==> config.mk <==
export PLATFORM = sky130hd
export DESIGN_NAME = amg_ctrl
export DESIGN_NICKNAME = d
export VERILOG_FILES = /design/src/rtl/amg_pkg.sv /design/src/rtl/amg_ctrl.sv
export SDC_FILE = /design/constraint.sdc
export NUM_CORES = 1
export LEC_CHECK = 0
export BUFFER_PORTS_ARGS = -buffer_cell sky130_fd_sc_hd__buf_2
export CORE_AREA = 5 5 42 44
export DETAILED_ROUTE_END_ITERATION = 8
export DIE_AREA = 0 0 47 49
export PLACE_DENSITY = 0.51
export REMOVE_ABC_BUFFERS = 1
export SYNTH_ARGS = -nofsm -noshare
export SYNTH_HDL_FRONTEND = slang
export SYNTH_SLANG_ARGS = --single-unit
export TNS_END_PERCENT = 10
==> constraint.sdc <==
create_clock -name clk -period 1.9 [get_ports clk]
set_input_delay 0.19 -clock clk [delete_from_list [all_inputs] [get_ports clk]]
set_output_delay 0.19 -clock clk [all_outputs]
set_load 0.01 [all_outputs]
==> src/rtl/amg_pkg.sv <==
// ---------------------------------------------------------------------------
// amg_pkg
// Shared constants and types for the adjacency matrix graph store: field
// widths, command codes, edge memory word layout and the control/status
// bundles between the sequencer and the datapath.
// ---------------------------------------------------------------------------
package amg_pkg;

	// default vertex capacity
	localparam int MAX_VERTICES_DEF = 1024;

	// request and result field widths
	localparam int CMD_W  = 2;
	localparam int ID_W   = 10;
	localparam int VCNT_W = 11;
	localparam int ECNT_W = 20;

	// command codes
	localparam logic [CMD_W-1:0] CMD_ADD_VERTEX = 2'd0;
	localparam logic [CMD_W-1:0] CMD_ADD_EDGE   = 2'd1;
	localparam logic [CMD_W-1:0] CMD_QUERY      = 2'd2;

	// status codes
	localparam logic STS_OK     = 1'b0;
	localparam logic STS_REJECT = 1'b1;

	// edge memory word layout
	localparam int EWORD_W = 64;
	localparam int EBIT_W  = 6;

	// sequencer to datapath commands
	typedef struct packed {
		logic clear;
		logic load;
		logic rd_a;
		logic rd_b;
		logic eval;
		logic commit;
	} dp_ctl_t;

	// datapath to sequencer status
	typedef struct packed {
		logic clear_last;
		logic slot_free;
	} dp_sts_t;

endpackage

==> src/rtl/amg_ctrl.sv <==
// ---------------------------------------------------------------------------
// amg_ctrl
// Sequencer for the graph store: runs the clearing pass after reset, then
// steps each request through vertex reads, edge read, evaluation and commit.
// ---------------------------------------------------------------------------
module amg_ctrl (
	input  logic             clk,
	input  logic             arst_n,
	input  logic             in_valid,
	output logic             in_ready,
	output amg_pkg::dp_ctl_t ctl,
	input  amg_pkg::dp_sts_t sts
);
	import amg_pkg::*;

	typedef enum logic [5:0] {
		ST_CLEAR = 6'b000001,
		ST_IDLE  = 6'b000010,
		ST_RDA   = 6'b000100,
		ST_RDB   = 6'b001000,
		ST_EVAL  = 6'b010000,
		ST_WRITE = 6'b100000
	} state_t;

	state_t state_q;
	state_t state_d;

	// next state
	always_comb begin
		state_d = state_q;
		unique case (state_q)
			ST_CLEAR: begin
				if (sts.clear_last) state_d = ST_IDLE;
			end
			ST_IDLE: begin
				if (in_valid) state_d = ST_RDA;
			end
			ST_RDA:  state_d = ST_RDB;
			ST_RDB:  state_d = ST_EVAL;
			ST_EVAL: state_d = ST_WRITE;
			ST_WRITE: begin
				if (sts.slot_free) state_d = ST_IDLE;
			end
			default: state_d = ST_CLEAR;
		endcase
	end

	// state register
	always_ff @(posedge clk or negedge arst_n) begin
		if (!arst_n) begin
			state_q <= ST_CLEAR;
		end else begin
			state_q <= state_d;
		end
	end

	// command decode
	assign in_ready   = (state_q == ST_IDLE);
	assign ctl.clear  = (state_q == ST_CLEAR);
	assign ctl.load   = (state_q == ST_IDLE) && in_valid;
	assign ctl.rd_a   = (state_q == ST_RDA);
	assign ctl.rd_b   = (state_q == ST_RDB);
	assign ctl.eval   = (state_q == ST_EVAL);
	assign ctl.commit = (state_q == ST_WRITE) && sts.slot_free;

endmodule

# == Word level (Yosys, flattened, before mapping) ==
# Cells that the tools add are included.
# totals
word_cells,17
output_inout_bits,7
regBits,6
# classes
n_mux,4
reduce_logical,3
eq_ne,9
# op_table
cell,count
one-hot mux 6 bit (6 select lines),1
2-to-1 mux 6 bit,3
"equality test 6 x 1 -> 1 bit, second input constant",1
"equality test 6 x 2 -> 1 bit, second input constant",1
"equality test 6 x 3 -> 1 bit, second input constant",1
"equality test 6 x 4 -> 1 bit, second input constant",1
"equality test 6 x 5 -> 1 bit, second input constant",1
"equality test 6 bit, second input constant",1
"!= test 2 bit, second input constant",2
AND reduction 3 bit,1
logical AND 1 bit,2
"!= test 2 x 1 -> 1 bit, second input constant",1

# == Depth between registers and ports, before layout ==
# depth
word_depth,3
depth_mapped,5
mapped_depth_nobuf,4

# == Least setup slack after synthesis ==
# OpenSTA, ideal clock, no wires.
# synth_timing
path_type,reg2out
from,register state_q[4]
to,output ctl[4] in the netlist's numbering
n_path_buf,1
arrival_time_ns,1.425
setup_slack_ns,0.285
path_stages_with_launch,5
path_cell_list,dfrtp_1 or3_1 buf_6 nor4b_4 and2_1
# synth_rtl
item,line_no,source
start: declaration,amg_ctrl.sv:25,state_t state_q;
start signal: assignment,amg_ctrl.sv:53,state_q <= state_d;
end: declaration,amg_ctrl.sv:11,"output amg_pkg::dp_ctl_t ctl,"

==> flow_summary.json <==
{
  "end_kind": "output port",
  "yosysMostFrequentCell": "nor2_1",
  "ys_warn_count": 0,
  "p_seq_share_pct": 32.4,
  "max_cap_viol_count": 0,
  "grt_start_max_net_pins": 13,
  "min_period_ns": 1.82,
  "synthFlopType": "dfrtp_1",
  "ys_types": 26,
  "synth_area_leaders": "dfrtp_1, dfstp_2, nor2_1, nor3_1, nor4b_4",
  "drtIter0Drc": 6,
  "power.total_mw": 0.672,
  "p_clk_share_pct": 18.9,
  "yosys_register_bits": 6,
  "grt_pass1_wl_mm": 1.54,
  "clockBufferDepth": 2,
  "die-area_um2": 2300,
  "slew_headroom_pct": 72.2,
  "dp_cells": 76,
  "cts_sinks": 6,
  "async_reset_ff_share_pct": 100,
  "clockRootBuffer": "clkbuf_4",
  "status": "completed",
  "min_to": "state_q[2]",
  "largest_register_ffs": 6,
  "hold_viol_final": 0,
  "cts_tree": "built",
  "arrival_ns": 1.63,
  "chipWidth_um": 47,
  "syn_inst": 52,
  "ir_drop_uv": 509,
  "port_buffers": 11,
  "area_delta_synth_final_pct": 24.6,
  "ios": 12,
  "r2r-start": "state_q[3]",
  "dr.pass1.iters": 4,
  "diodes": 0,
  "hold_path_class": "in -> reg",
  "holdWs_ns": 0.198,
  "drive_gt1_share_pct": 31.8,
  "cp-start-kind": "flop",
  "grt_usage_pct": 9.54,
  "wl_per_cell_um": 11.5,
  "rr_endpoint": "state_q[0]",
  "worst_pin_slew_ns": 0.417,
  "netlist.area_leader.share_pct": 28.6,
  "num_rows": 14,
  "crit_type": "reg -> out",
  "ant_nets": 0,
  "synth-edff-count": 0,
  "drt-total-wl_um": 947,
  "pwr-share-comb_pct": 48.7,
  "r2r_cells": 5,
  "required_ns": 1.71,
  "postSynthAreaPerCell_um2": 8.42,
  "clkTransAtPathRegs_ns": 0.05,
  "fin_crit_sh_pct": 95.6,
  "setup_viol": 0,
  "cts_inserted_buffers": 3,
  "internal_power_mw": 0.402,
  "grt_overflow": 0,
  "hp-start": "in_valid",
  "ys_seq_area_share_pct": 34.6,
  "leakagePower_nw": 0.249,
  "fin_nets": 72,
  "antenna_found_initial": 0,
  "insertion_delay_ns": 0.25,
  "clock_skew_ns": 0.0120,
  "synth_top_cell_by_area": "dfrtp_1",
  "vias_per_cell": 4.98,
  "reg_top3": "state_q x6",
  "initial_core_util_pct": 31.3,
  "globalplace.congestion": 0.772,
  "max_clock_freq_mhz": 551,
  "synthesis.area_um2": 438,
  "p_sw_mw": 0.269,
  "critPathMaxFanout": 6,
  "core_area_um2": 1400,
  "min_path_cells": 2,
  "drc": 0,
  "via_count": 408,
  "fin_cells": 82,
  "top_register": "state_q",
  "dp_hpwl_um": 732,
  "die_h_um": 49,
  "p_per_area_nw_per_um2": 1230,
  "swShare_pct": 40.1,
  "rrSetupSlack_ns": 0.33,
  "slew_viol_final": 0,
  "htree_levels": 1,
  "fillCellCount": 157,
  "first_global_vias": 371,
  "synth_common_cells": "nor2_1, dfrtp_1, nor3_1"
}
## worst max-delay path by stage
stage,to,from
2_1_floorplan,ctl[4],state_q[4]
3_3_place_gp,ctl[4],state_q[2]
3_5_place_dp,ctl[4],state_q[4]
4_1_cts,ctl[4],state_q[4]
5_1_grt,ctl[4],state_q[3]
6_report,ctl[4],state_q[3]
## through the flow
| step | util, % | setup WS (ns) | setup TNS (ns) | instance area [um^2] |
|---|---|---|---|---|
| after global placement | 35.3 | 0.236 | 0 | 494 |
| after floorplan | - | 0.274 | 0 | 412 |
| after global routing | 38.9 | -0.00199 | -0.00199 | 546 |
| after detailed placement | 35.3 | 0.228 | 0 | 494 |
| after CTS | 38.2 | 0.0382 | 0 | 536 |
| final | 38.9 | 0.0840 | 0 | 546 |
## final cells by class
class	count	area [um^2]	area share, %
clock buffer	4	26.3	4.82
inverter	2	7.51	1.38
timing repair buffer	14	80.1	14.7
multi-input combinational	40	258	47.2
tap	16	20.0	3.67
sequential	6	154	28.2
## repair_timing
item,CTS,global route
pin swaps,0,1
hold buffers,1,0
setup endpoints to repair,1,1
resized for setup,1,2
endpoints found under the hold margin,6,0
buffers inserted,0,1
## worst max-delay path, cell delays in order (launching register included)
cell	delay [ns]
dfrtp_2	0.44
or3_4	0.43
nor4b_4	0.24
and2_1	0.15
buf_2	0.12
## layer usage
layer	GRT usage [%]	wire length, um	part of all wire, %	vias up
met4	5.53	7	0.74	0
met1	11.1	430	45	186
met3	4.43	36	3.8	2
met5	0	0	0	-
li1	-	-	-	211
met2	13.8	473	50	9
## placed cells by master (no fill, tap or decap), drive strengths merged
master	n
buf	13
nor2	7
nor3	5
dfrtp	5
clkbuf	4
nand2	3
nor3b	3
a21oi	3
inv	2
nand2b	2
and2	2
o22ai	2
nor4b	2
or2b	1
or3	1
nor4	1
mux2i	1
o211ai	1
xor2	1
o22a	1
o31ai	1
o31a	1
o21ai	1
and3	1
dlygate4sd3	1
dfstp	1
## cells by family after synthesis
group	count (synthesis)	share of synthesized area (%)
AOI/OAI and AO/OA	10	14.9
xor gates and xnor gates	1	2.00
buffers and inverters	6	7.71
DFF	6	34.6
muxes	1	2.29
and+or+nand+nor	28	38.6
## power groups by stage
stage                     combinational [mW]  sequential, mW  clock [mW]
after CTS                              0.324           0.217       0.134
after detailed placement               0.316           0.218           0
after global placement                 0.320           0.217           0
after global routing                   0.366           0.223       0.142
final                                  0.327           0.217       0.127
after floorplan                        0.203           0.226           0
Power figures use the tool's default switching activity.
